$ cat config.mk
export PLATFORM = sky130hd
export DESIGN_NAME = frame_validator_property_walker
export DESIGN_NICKNAME = d
export VERILOG_FILES = /design/src/hw/rtl/fvpw_pkg.sv /design/src/hw/rtl/fvpw_walker.sv /design/src/hw/rtl/frame_validator_property_walker.sv
export SDC_FILE = /design/constraint.sdc
export NUM_CORES = 1
export LEC_CHECK = 0
export ABC_AREA = 1
export BUFFER_PORTS_ARGS = -buffer_cell sky130_fd_sc_hd__buf_2
export CAP_MARGIN = 5
export CORE_MARGIN = 8
export CORE_UTILIZATION = 40
export CTS_CLUSTER_SIZE = 40
export DETAILED_ROUTE_END_ITERATION = 10
export SLEW_MARGIN = 20
export SYNTH_ARGS = -nofsm -noshare
export SYNTH_HDL_FRONTEND = slang
export SYNTH_SLANG_ARGS = --single-unit
$ cat constraint.sdc
create_clock -name clk -period 3.86 [get_ports clk]
set_input_delay 0 -clock clk [delete_from_list [all_inputs] [get_ports clk]]
set_output_delay 0 -clock clk [all_outputs]
set_load 0.03 [all_outputs]
$ cat src/hw/rtl/fvpw_pkg.sv
// Shared types, codes and service-table functions for the frame validator.
// No dependencies; every other file in hw/rtl imports this package.
package fvpw_pkg;

	// Header magic and length
	localparam logic [7:0] MAGIC0       = 8'h10;
	localparam logic [7:0] MAGIC1       = 8'h81;
	localparam logic [3:0] HEADER_BYTES = 4'd10;

	// Walk phase; the value doubles as the byte role of the byte seen in it
	typedef enum logic [2:0] {
		PH_HEADER  = 3'd0,
		PH_SERVICE = 3'd1,
		PH_COUNT1  = 3'd2,
		PH_CODE    = 3'd3,
		PH_LENGTH  = 3'd4,
		PH_DATA    = 3'd5,
		PH_COUNT2  = 3'd6,
		PH_DONE    = 3'd7
	} phase_t;

	// Access classes
	localparam logic [2:0] ACC_NONE         = 3'd0;
	localparam logic [2:0] ACC_SET          = 3'd1;
	localparam logic [2:0] ACC_SET_RES      = 3'd2;
	localparam logic [2:0] ACC_GET          = 3'd3;
	localparam logic [2:0] ACC_GET_RES      = 3'd4;
	localparam logic [2:0] ACC_ANNOUNCE     = 3'd5;
	localparam logic [2:0] ACC_ANNOUNCE_RES = 3'd6;

	typedef struct packed {
		logic [7:0] in_byte;
		logic       frame_end;
	} in_item_t;

	typedef struct packed {
		logic [2:0] byte_role;
		logic [7:0] prop_index;
		logic [2:0] access_class;
		logic [7:0] byte_echo;
		logic       frame_done;
		logic       frame_valid;
	} out_item_t;

	// Standard service codes
	function automatic logic is_service(input logic [7:0] c);
		logic r;
		case (c) inside
			8'h60, 8'h61, 8'h62, 8'h63, 8'h6E,
			8'h71, 8'h72, 8'h73, 8'h74, 8'h7A, 8'h7E,
			8'h50, 8'h51, 8'h52, 8'h53, 8'h5E: r = 1'b1;
			default:                           r = 1'b0;
		endcase
		return r;
	endfunction

	// Combined set/get services carry a second list
	function automatic logic is_combined(input logic [7:0] c);
		return (c == 8'h6E) || (c == 8'h7E) || (c == 8'h5E);
	endfunction

	function automatic logic [2:0] class_of(input logic [7:0] c, input logic second);
		logic [2:0] r;
		case (c) inside
			8'h60, 8'h61:                r = ACC_SET;
			8'h71, 8'h50, 8'h51:         r = ACC_SET_RES;
			8'h62:                       r = ACC_GET;
			8'h72, 8'h52:                r = ACC_GET_RES;
			8'h63, 8'h53, 8'h73, 8'h74:  r = ACC_ANNOUNCE;
			8'h7A:                       r = ACC_ANNOUNCE_RES;
			8'h6E, 8'h7E, 8'h5E:         r = second ? ACC_GET : ACC_SET;
			default:                     r = ACC_NONE;
		endcase
		return r;
	endfunction

endpackage

$ cat src/hw/rtl/fvpw_walker.sv
// Frame walk state and per-byte tagging logic.
// Depends on fvpw_pkg; the state advances once per item moved to the result register.
module fvpw_walker
	import fvpw_pkg::*;
(
	input  logic      clk,
	input  logic      arst_n,
	input  logic      step_en,
	input  in_item_t  item,
	output out_item_t result
);

	logic [3:0] header_pos_q, header_pos_d;
	phase_t     phase_q, phase_d;
	logic [7:0] service_code_q, service_code_d;
	logic [7:0] props_left_q, props_left_d;
	logic [7:0] data_left_q, data_left_d;
	logic [7:0] prop_counter_q, prop_counter_d;
	logic       in_second_q, in_second_d;
	logic       error_seen_q, error_seen_d;

	// Compute the tag of this byte and the next walk state
	always_comb begin
		logic [7:0] b;
		logic [7:0] pl_dec;
		logic [7:0] dl_dec;
		logic       finish;
		logic [2:0] acc;
		logic [7:0] idx;
		logic [3:0] hp_inc;

		b      = item.in_byte;
		pl_dec = props_left_q - 8'd1;
		dl_dec = data_left_q - 8'd1;
		finish = 1'b0;
		acc    = ACC_NONE;
		idx    = 8'd0;
		hp_inc = header_pos_q + 4'd1;

		header_pos_d   = header_pos_q;
		phase_d        = phase_q;
		service_code_d = service_code_q;
		props_left_d   = props_left_q;
		data_left_d    = data_left_q;
		prop_counter_d = prop_counter_q;
		in_second_d    = in_second_q;
		error_seen_d   = error_seen_q;

		case (phase_q)
			PH_HEADER: begin
				if (header_pos_q == 4'd0 && b != MAGIC0) error_seen_d = 1'b1;
				if (header_pos_q == 4'd1 && b != MAGIC1) error_seen_d = 1'b1;
				header_pos_d = hp_inc;
				if (hp_inc >= HEADER_BYTES) begin
					header_pos_d = HEADER_BYTES;
					phase_d      = PH_SERVICE;
				end
			end
			PH_SERVICE: begin
				service_code_d = b;
				if (!is_service(b)) error_seen_d = 1'b1;
				acc     = class_of(b, 1'b0);
				phase_d = PH_COUNT1;
			end
			PH_COUNT1: begin
				acc            = class_of(service_code_q, 1'b0);
				props_left_d   = b;
				prop_counter_d = 8'd0;
				if (b == 8'd0) begin
					error_seen_d = 1'b1;
					phase_d      = PH_DONE;
				end else begin
					phase_d = PH_CODE;
				end
			end
			PH_CODE: begin
				idx     = prop_counter_q;
				acc     = class_of(service_code_q, in_second_q);
				phase_d = PH_LENGTH;
			end
			PH_LENGTH: begin
				idx         = prop_counter_q;
				acc         = class_of(service_code_q, in_second_q);
				data_left_d = b;
				if (b == 8'd0) finish = 1'b1;
				else phase_d = PH_DATA;
			end
			PH_DATA: begin
				idx         = prop_counter_q;
				acc         = class_of(service_code_q, in_second_q);
				data_left_d = dl_dec;
				if (dl_dec == 8'd0) finish = 1'b1;
			end
			PH_COUNT2: begin
				acc            = class_of(service_code_q, 1'b1);
				in_second_d    = 1'b1;
				props_left_d   = b;
				prop_counter_d = 8'd0;
				phase_d        = (b == 8'd0) ? PH_DONE : PH_CODE;
			end
			default: begin
				error_seen_d = 1'b1;
			end
		endcase

		// Close the current property
		if (finish) begin
			prop_counter_d = prop_counter_q + 8'd1;
			props_left_d   = pl_dec;
			if (pl_dec == 8'd0) begin
				if (is_combined(service_code_q) && !in_second_q) phase_d = PH_COUNT2;
				else phase_d = PH_DONE;
			end else begin
				phase_d = PH_CODE;
			end
		end

		result.byte_role    = phase_q;
		result.prop_index   = idx;
		result.access_class = acc;
		result.byte_echo    = b;
		result.frame_done   = item.frame_end;
		result.frame_valid  = item.frame_end && !error_seen_d && (phase_d == PH_DONE);
	end

	// Advance the walk; drop back to reset state after the last byte
	always_ff @(posedge clk or negedge arst_n) begin
		if (!arst_n) begin
			header_pos_q   <= 4'd0;
			phase_q        <= PH_HEADER;
			service_code_q <= 8'd0;
			props_left_q   <= 8'd0;
			data_left_q    <= 8'd0;
			prop_counter_q <= 8'd0;
			in_second_q    <= 1'b0;
			error_seen_q   <= 1'b0;
		end else if (step_en) begin
			if (item.frame_end) begin
				header_pos_q   <= 4'd0;
				phase_q        <= PH_HEADER;
				service_code_q <= 8'd0;
				props_left_q   <= 8'd0;
				data_left_q    <= 8'd0;
				prop_counter_q <= 8'd0;
				in_second_q    <= 1'b0;
				error_seen_q   <= 1'b0;
			end else begin
				header_pos_q   <= header_pos_d;
				phase_q        <= phase_d;
				service_code_q <= service_code_d;
				props_left_q   <= props_left_d;
				data_left_q    <= data_left_d;
				prop_counter_q <= prop_counter_d;
				in_second_q    <= in_second_d;
				error_seen_q   <= error_seen_d;
			end
		end
	end

endmodule

$ cat src/hw/rtl/frame_validator_property_walker.sv
// Frame validator and property walker, top level: input register, walker, result register.
// Items move from the input register to the result register; throughput is 1 item per
// cycle unless dst_ready stalls, set by the single walker state update per result load.
// Reset (arst_n low, asynchronous): both pipeline stages empty, walker at frame start.
// Depends on fvpw_pkg and fvpw_walker.
module frame_validator_property_walker
	import fvpw_pkg::*;
(
	input  logic      clk,
	input  logic      arst_n,
	input  logic      src_valid,
	output logic      src_ready,
	input  in_item_t  src_item,
	output logic      dst_valid,
	input  logic      dst_ready,
	output out_item_t dst_item
);

	in_item_t  item_s1;
	logic      valid_s1;
	out_item_t walk_tag;
	logic      adv_s2;
	logic      adv_s1;

	// Result register empties or hands off; input register follows
	assign adv_s2    = !dst_valid || dst_ready;
	assign adv_s1    = valid_s1 && adv_s2;
	assign src_ready = !valid_s1 || adv_s2;

	// Hold the accepted item in the input register until it moves on
	always_ff @(posedge clk or negedge arst_n) begin
		if (!arst_n) begin
			valid_s1 <= 1'b0;
		end else if (src_ready) begin
			valid_s1 <= src_valid;
		end
	end

	always_ff @(posedge clk) begin
		if (src_ready && src_valid) item_s1 <= src_item;
	end

	fvpw_walker u_walker (
		.clk     (clk),
		.arst_n  (arst_n),
		.step_en (adv_s1),
		.item    (item_s1),
		.result  (walk_tag)
	);

	// Register the tagged item toward the output
	always_ff @(posedge clk or negedge arst_n) begin
		if (!arst_n) begin
			dst_valid <= 1'b0;
		end else if (adv_s2) begin
			dst_valid <= valid_s1;
		end
	end

	always_ff @(posedge clk) begin
		if (adv_s1) dst_item <= walk_tag;
	end

endmodule
# After elaboration in Yosys (flattened, before gate mapping)
# Index checks and enable logic that the tools add are counted.
# word_totals
inputBits,13
ff_bits,76
out_inout_bits,26
elab_cells,173
# op_classes
n_reduce_logical,44
eq_ne,42
order_cmp,1
add_sub_neg,4
mux,64
# ops
operator,count
$eq A8 B7 Y1 const B,32
$mux W3,31
$mux W8,9
$logic_not A8 Y1,3
$pmux W8 S2,1
$reduce_or A16 Y1,1
$sub A8 B1 Y8 const B,2
$pmux W3 S5,1
$reduce_or A3 Y1,5
$mux W1,14
$eq A3 B3 Y1 const B,4
$mux W4,3
$pmux W3 S4,1
$reduce_or A4 Y1,3
$reduce_and A2 Y1,5
$reduce_or A2 Y1,5
$add A8 B1 Y8 const B,1
$ne A8 B5 Y1 const B,1
$ne A8 B8 Y1 const B,1
$logic_and A1 B1 Y1,7
$eq A3 B2 Y1 const B,2
$reduce_bool A2 Y1,3
$reduce_bool A3 Y1,2
$add A4 B1 Y4 const B,1
10 further kinds,17

# Longest topological paths before layout
# Gate-level depths: netlist (run 1).
# logic_depth
word_depth,10
mapped_depth,17
mapped_depth_nobuf,16

# By module
# From an unflattened synthesis (run 1), not the netlist that was laid out.
# hier_totals
cells_unflattened,523
hier_area_um2,4254.1
# by_module_without_submodules
module,seq_area_each_um2,instances,area_per_inst_um2,cells_each
fvpw_walker,1026.0,1,3168.0,478
frame_validator_property_walker,1041.0,1,1086.0,45

# Least setup slack after synthesis (run 1)
# Ideal clock, no wire load.
# synth_path
kind,reg-to-reg
from,register dst_valid
to,register u_walker.service_code_q[0]
setup_time_ps,128
path_stages_with_launch,7
path_buffers,0
slack_ps,1941
t_required_ps,3732
t_arrival_ps,1791
period_less_slack_ps,1919
cell_sequence,dfrtp_1 -> nand2_1 -> nand2_1 -> inv_1 -> nand2_1 -> nand2_1 -> o22ai_1
# synth_via
elab_chain_len,4
# synth_lines
element,line,source
start: declaration,frame_validator_property_walker.sv:14,"output logic dst_valid,"
start signal: assignment,frame_validator_property_walker.sv:56,dst_valid <= valid_s1;
$logic_not A1 Y1,frame_validator_property_walker.sv:26,assign adv_s2 = !dst_valid || dst_ready;
$logic_or A1 B1 Y1,frame_validator_property_walker.sv:26,
$logic_and A1 B1 Y1,frame_validator_property_walker.sv:27,assign adv_s1 = valid_s1 && adv_s2;
net adv_s1,frame_validator_property_walker.sv:23,logic adv_s1;
$reduce_and A2 Y1 (no source line),n/a,
end signal: assignment,fvpw_walker.sv:150,service_code_q <= service_code_d;
end: declaration,fvpw_walker.sv:15,"logic [7:0] service_code_q, service_code_d;"
# The timed path passes the listed nets, and every way through them passes these cells.
# A chain may end at the register's enable or synchronous reset.

# Worst setup path in the final report (run 1)
# layout_path
from,register u_walker.phase_q[2]
to,register u_walker.props_left_q[5]
# layout_via
elab_chain_len,4
elab_cells_between_ends,10
cone_classes,4 x eq/ne; 3 x mux; 3 x reduce/logical
# layout_lines
element,line,source
start: declaration,fvpw_walker.sv:14,"phase_t phase_q, phase_d;"
start signal: assignment,fvpw_walker.sv:149,phase_q <= phase_d;
$eq A3 B3 Y1 / $eq A3 B2 Y1 (equally long branches),fvpw_walker.sv:49,case (phase_q)
$pmux W1 S2 / $reduce_or A2 Y1 (equally long branches),n/a,
$reduce_bool A3 Y1 (no source line) / $mux W8 (equally long branches),n/a,
$reduce_and A2 Y1 (no source line) / $mux W8 (equally long branches),n/a,
end signal: assignment,fvpw_walker.sv:151,props_left_q <= props_left_d;
end: declaration,fvpw_walker.sv:16,"logic [7:0] props_left_q, props_left_d;"
# Several ways; a longest one is shown, not always the timed one.

==> flow_summary.json, run 1 <==
{
  "run_status": "completed",
  "path_clk_slew_ps": 80,
  "top_layer": "met4",
  "synth_area_um2": 4110,
  "antennaDiodeCount": 0,
  "cts-resized-gates": 0,
  "whs_ps": 200,
  "placed_cells": 658,
  "finalClockSkew_ps": 11.7,
  "drtIter0Drc": 212,
  "dp_hpwl_um": 7130,
  "combPwrFrac_pct": 29.8,
  "port_buffers": 38,
  "clk_path_buf_depth": 2,
  "die_w_um": 117,
  "worst_slew_pin_slew_ps": 817,
  "p_seq_share_pct": 43.0,
  "period_needed_ps": 2170,
  "via_count": 3510,
  "power.density_nw_per_um2": 512,
  "tns_ps": 0,
  "ant_nets": 0,
  "grt_pass1_wl_um": 16600,
  "peakVddDrop_mv": 0.292,
  "grt-ovfl-total": 0,
  "cts_sinks": 76,
  "synth-main-ff-cell": "dfrtp_1",
  "p_switching_uw": 897,
  "cp-end-kind": "register",
  "grt_usage_pct": 14.6,
  "synthDistinctLibCells": 37,
  "start_kind": "register",
  "seq_area_frac_synth_pct": 50.2,
  "fin_crit_sh_pct": 56.2,
  "crit_arrival_ps": 2400,
  "switching_share_pct": 36.6,
  "syn_area_per_cell_um2": 8.45,
  "worstHoldPathType": "in2async",
  "fin_area_um2": 4780,
  "grt_max_degree": 44,
  "slew_headroom_pct": 45.1,
  "p_int_uw": 1550,
  "synth-edff-count": 33,
  "gp_congestion": 0.923,
  "numCtsBuffers": 9,
  "nets": 567,
  "cts_tree": "built",
  "wirelength_um": 9860,
  "rsz0062_at_grt": "false",
  "reg2reg_depth": 11,
  "synthesis.nets": 508,
  "start_util_pct": 40.6,
  "total_power_uw": 2450,
  "total_leakage_power_uw": 0.00213,
  "drtPass1Iterations": 5,
  "wl_met3_um": 748,
  "area_growth_syn_to_layout_pct": 16.3,
  "setup_viol": 0,
  "met2_wirelength_um": 4590,
  "vias_per_cell": 5.11,
  "power_frac_clock_pct": 27.2,
  "post-cts-setup-buffers": 0,
  "grt_pass1_vias": 3395,
  "drive_above_1_share_pct": 14.3,
  "synthArstFlopShare_pct": 56.6,
  "core_um2": 10100,
  "finalHoldViolations": 0,
  "synth_seq_cells": 76,
  "drc": 0,
  "routedWlPerCell_um": 14.4,
  "dpl_cell_area_um2": 4440,
  "antenna_found_initial": 0,
  "slew_violations": 0,
  "pin_count": 39,
  "dieArea_um2": 13800,
  "wl_met1_um": 4410,
  "ys_warn_count": 0,
  "max_freq_ghz": 0.461,
  "required_ps": 4090,
  "critPathKind": "reg2reg",
  "cts_root_buffer": "clkbuf_8",
  "cap_violations": 0,
  "htreeDepth": 3,
  "critPathMaxFanout": 12,
  "final-instance-count-excl-fill": 687,
  "die_h_um": 117,
  "fp-row-count": 37,
  "clk_latency_ps": 340,
  "syn_inst": 487
}
sequential cells by signal, summed over array words and instances (netlist names):
signal                   cells
u_walker.props_left_q        8
u_walker.in_second_q         1
u_walker.prop_counter_q      8
u_walker.error_seen_q        1
u_walker.service_code_q      8
u_walker.phase_q             3
dst_valid                    1
item_s1                      9
u_walker.header_pos_q        4
u_walker.data_left_q         8
valid_s1                     1
dst_item                    24
area by class of cell:
cell class              instances  area [um^2]
clock buffers                  10          128
fillers                       987         5350
well taps                     136          170
repair buffers                 52          330
clock inverters                 6         88.8
inverters                      72          270
flip-flops and latches         76         2070
multi-input cells             335         1730
timing repair:
action,CTS,global route
hold endpoints to repair,54,0
endpoints found under the setup margin,0,0
hold buffers,13,0
final timing paths:
path	start	to	slack (ps)
worst max-delay path	u_walker.phase_q[2]	u_walker.props_left_q[5]	1690
worst min-delay path	arst_n	u_walker.service_code_q[5]	200
worst max register to register	u_walker.phase_q[2]	u_walker.props_left_q[5]	1690
worst min register to register	u_walker.prop_counter_q[5]	u_walker.prop_counter_q[5]	490
max in group asynchronous	arst_n	u_walker.props_left_q[6]	3270
min in group clk	src_item[2]	item_s1[2]	360
layout by cell type (no fill, tap or decap), types with 13 or more instances in the layout:
cell | synthesis | layout
nor2_1 | 56 | 56
buf_2 | 0 | 37
nand2_1 | 105 | 105
a21oi_1 | 17 | 17
inv_1 | 67 | 67
o22ai_1 | 14 | 14
o21ai_0 | 37 | 37
dfrtp_1 | 43 | 43
nand3_1 | 40 | 40
dlygate4sd3_1 | 0 | 13
edfxtp_1 | 33 | 33
stage by stage:
step	setup WS (ps)	util, %
final	1690	47.2
after global routing	1460	47.2
after CTS	1710	47.2
after detailed placement	1710	43.7
after global placement	1810	43.7
after floorplan	1940	-
synthesized netlist by cell type (4+ instances only):
| master | instances | area, um^2 |
|---|---|---|
| nor2_1 | 56 | 210 |
| inv_1 | 67 | 251 |
| ha_1 | 8 | 100 |
| edfxtp_1 | 33 | 991 |
| o21ai_1 | 6 | 30.0 |
| nand2_1 | 105 | 394 |
| inv_2 | 4 | 15.0 |
| xor2_1 | 8 | 70.1 |
| o22ai_1 | 14 | 87.6 |
| dfrtp_1 | 43 | 1080 |
| o21ai_0 | 37 | 185 |
| nor2_2 | 5 | 31.3 |
| nand3_2 | 4 | 40.0 |
| a21oi_1 | 17 | 85.1 |
| nor3_1 | 9 | 45.0 |
| nand3_1 | 40 | 200 |
routing by layer:
| layer | track usage, % | up-vias |
|---|---|---|
| li1 | - | 1728 |
| met1 | 19.0 | 1640 |
| met2 | 22.5 | 131 |
| met3 | 4.99 | 11 |
| met4 | 4.30 | 0 |
| met5 | 0 | - |
critical path: stages (launching register included):
cell and delay [ps]:
dfrtp_1 610, nand3_2 270, nor2_1 150, nand2_1 60
nor2_1 80, nand2_1 90, nor2_4 100, nand2_4 100
nand3_2 90, nand2_2 160, inv_2 230, o21ai_0 100
power by group through the flow:
stage	registers [uW]	logic (uW)	clock network [uW]
after floorplan	1110	472	0
after global placement	1070	709	0
after detailed placement	1070	714	0
after CTS	1050	732	682
after global routing	1070	826	715
final	1050	731	667
cell families (layout without fill, tap and decap cells):
logic type | after synthesis | after routing | share of synthesized area, %
xor+xnor | 11 | 11 | 2.52
buf+inv | 76 | 140 | 7.69
simple gates | 233 | 233 | 25.7
compound gates | 83 | 83 | 11.4
fa+ha+maj | 8 | 8 | 2.43
flops | 76 | 76 | 50.2
(Power assumes the default switching activity.)
==> run 2, diff against run 1 <==
clock period = 1.88 ns   (was 3.86 ns; I/O delays follow)
==> flow_summary.json, run 2 (synthesized netlist as in run 1, its figures left out) <==
{
  "run_status": "finished with violations",
  "violations": "negative setup slack",
  "layout_common_cells": "97 x nand2_1, 62 x inv_1, 54 x nor2_1, 44 x buf_4, 43 x dfrtp_1",
  "cp_top_family": "simple AND/OR/NAND/NOR gates",
  "path_clk_slew_ps": 80,
  "whs_ps": 175,
  "dieArea_um2": 13800,
  "ant_nets": 0,
  "finalClockSkew_ps": 8.46,
  "placed_cells": 696,
  "total_leakage_power_uw": 0.00241,
  "worstHoldPathType": "in2async",
  "peakVddDrop_mv": 0.393,
  "cts_root_buffer": "clkbuf_8",
  "final.setup.worst_slack_ps": -11.5,
  "period_needed_ps": 1890,
  "nets": 617,
  "worst_slew_pin_slew_ps": 588,
  "reg_top3": "dst_item: 24 flops, item_s1: 9 flops",
  "reg2reg_depth": 16,
  "dpl_cell_area_um2": 4740,
  "rsz0062_at_grt": "true",
  "die_w_um": 117,
  "antenna_found_initial": 0,
  "cts_tree": "built",
  "via_count": 3621,
  "cts_sinks": 76,
  "htreeDepth": 3,
  "grt_busiest_layer": "met2",
  "power.density_nw_per_um2": 1000,
  "drive_above_1_share_pct": 25.8,
  "pin_count": 39,
  "core_um2": 10100,
  "antennaDiodeCount": 0,
  "numCtsBuffers": 9,
  "dp_hpwl_um": 7680,
  "critPathKind": "reg2reg",
  "drtIter0Drc": 164,
  "grt_use_met1_pct": 18.6,
  "critPathMaxFanout": 6,
  "grt_pass1_vias": 3610,
  "clk_latency_ps": 360,
  "grt_pass1_wl_um": 17000,
  "r2r-end": "dst_item[0]",
  "grt_max_degree": 24,
  "met2_usage_pct": 25.1,
  "area_growth_syn_to_layout_pct": 29.6,
  "clk_path_buf_depth": 2,
  "die_h_um": 117,
  "worst_path_max_delay_cell": "dfrtp_1",
  "regArea_um2": 2070,
  "fin_crit_sh_pct": 101,
  "finalHoldViolations": 0,
  "fp-row-count": 37,
  "critPathMaxStageDelay_ps": 390,
  "layout_commonest_cell": "nand2_1",
  "cap_violations": 0,
  "start_kind": "register",
  "gp_congestion": 0.921,
  "largest_register": "dst_item",
  "reg2reg_from": "u_walker.data_left_q[0]",
  "fillers": 924,
  "slew_violations": 0,
  "cp-end-kind": "register",
  "ff2ff_setup_slack_ps": -10,
  "fin_area_um2": 5330,
  "vias_per_cell": 4.91,
  "total_power_uw": 5330,
  "grt_use_met3_pct": 3.93,
  "start_util_pct": 40.6,
  "drc": 0,
  "largest_reg_flops": 24,
  "crit_chain": "inv_2 > ha_4 > inv_2 > nor2_4 > nand2_1 > nand2_1 > nand2_1 > inv_1 > nand2_2 > nor2_4 > nand2_4 > nand2_8 > buf_6 > o21ai_2 > nand2_1 > nor2_1",
  "grt_usage_pct": 15.1,
  "final-instance-count-excl-fill": 737,
  "port_buffers": 38,
  "drtPass1Iterations": 4,
  "wirelength_um": 10200,
  "crit_arrival_ps": 2010,
  "routedWlPerCell_um": 13.9,
  "grt-ovfl-total": 0,
  "setup_viol": 2,
  "cp_num_buf_inv": 4,
  "path_common_cell": "nand2_1",
  "required_ps": 1990,
  "multi_input_area_um2": 1860,
  "slew_headroom_pct": 60.8,
  "max_freq_ghz": 0.529
}
-- run 2: changes by cell type in the layout (fill, tap and decap cells not counted), sizes merged --
cell | before | now
inv | 72 | 69
dlygate4sd3 | 13 | 14
buf | 39 | 88
clkinv | 2 | 3
clkbuf | 10 | 12
-- run 2: power by group --
| part | switching (uW) | internal [uW] |
|---|---|---|
| sequential | 157 | 1980 |
| clock | 600 | 783 |
| combinational | 1150 | 662 |
-- run 2: worst max path at each step --
stage,start,end,depth (start not counted)
2_1_floorplan,u_walker.data_left_q[0],dst_item[0],13
3_3_place_gp,u_walker.data_left_q[0],dst_item[0],13
3_5_place_dp,u_walker.data_left_q[0],dst_item[0],13
4_1_cts,u_walker.data_left_q[0],dst_item[0],16
5_1_grt,u_walker.data_left_q[0],dst_item[0],16
6_report,u_walker.data_left_q[0],dst_item[0],16
-- run 2: layout make-up --
type / count / share of cell area, %
Multi-Input combinational cell: 335 / 34.9
Sequential cell: 76 / 38.8
Clock inverter: 4 / 1.36
Timing Repair Buffer: 102 / 13.8
Tap cell: 136 / 3.19
Clock buffer: 12 / 2.72
Inverter: 72 / 5.23
-- run 2: metal layers --
metal / part of all wire, % / up-vias
li1: - / 1829
met5: 0 / -
met2: 48 / 88
met3: 6.1 / 11
met1: 45 / 1693
met4: 1.3 / 0
-- run 2: metrics by stage --
step | setup TNS (ps) | setup WS (ps) | util, %
finish | -13.1 | -11.5 | 52.6
global route | -1780 | -148 | 52.6
floorplan | 0 | 5.47 | -
detailed placement | -81.2 | -43.5 | 46.7
global placement | 0 | 10.1 | 46.7
CTS | -153 | -52.5 | 51.6
-- run 2: timing repair --
action,CTS,global route
hold endpoints to repair,33,0
buffers inserted,8,3
setup endpoints to repair,7,20
gates resized for setup,24,27
pin swaps,11,12
hold buffers,14,0
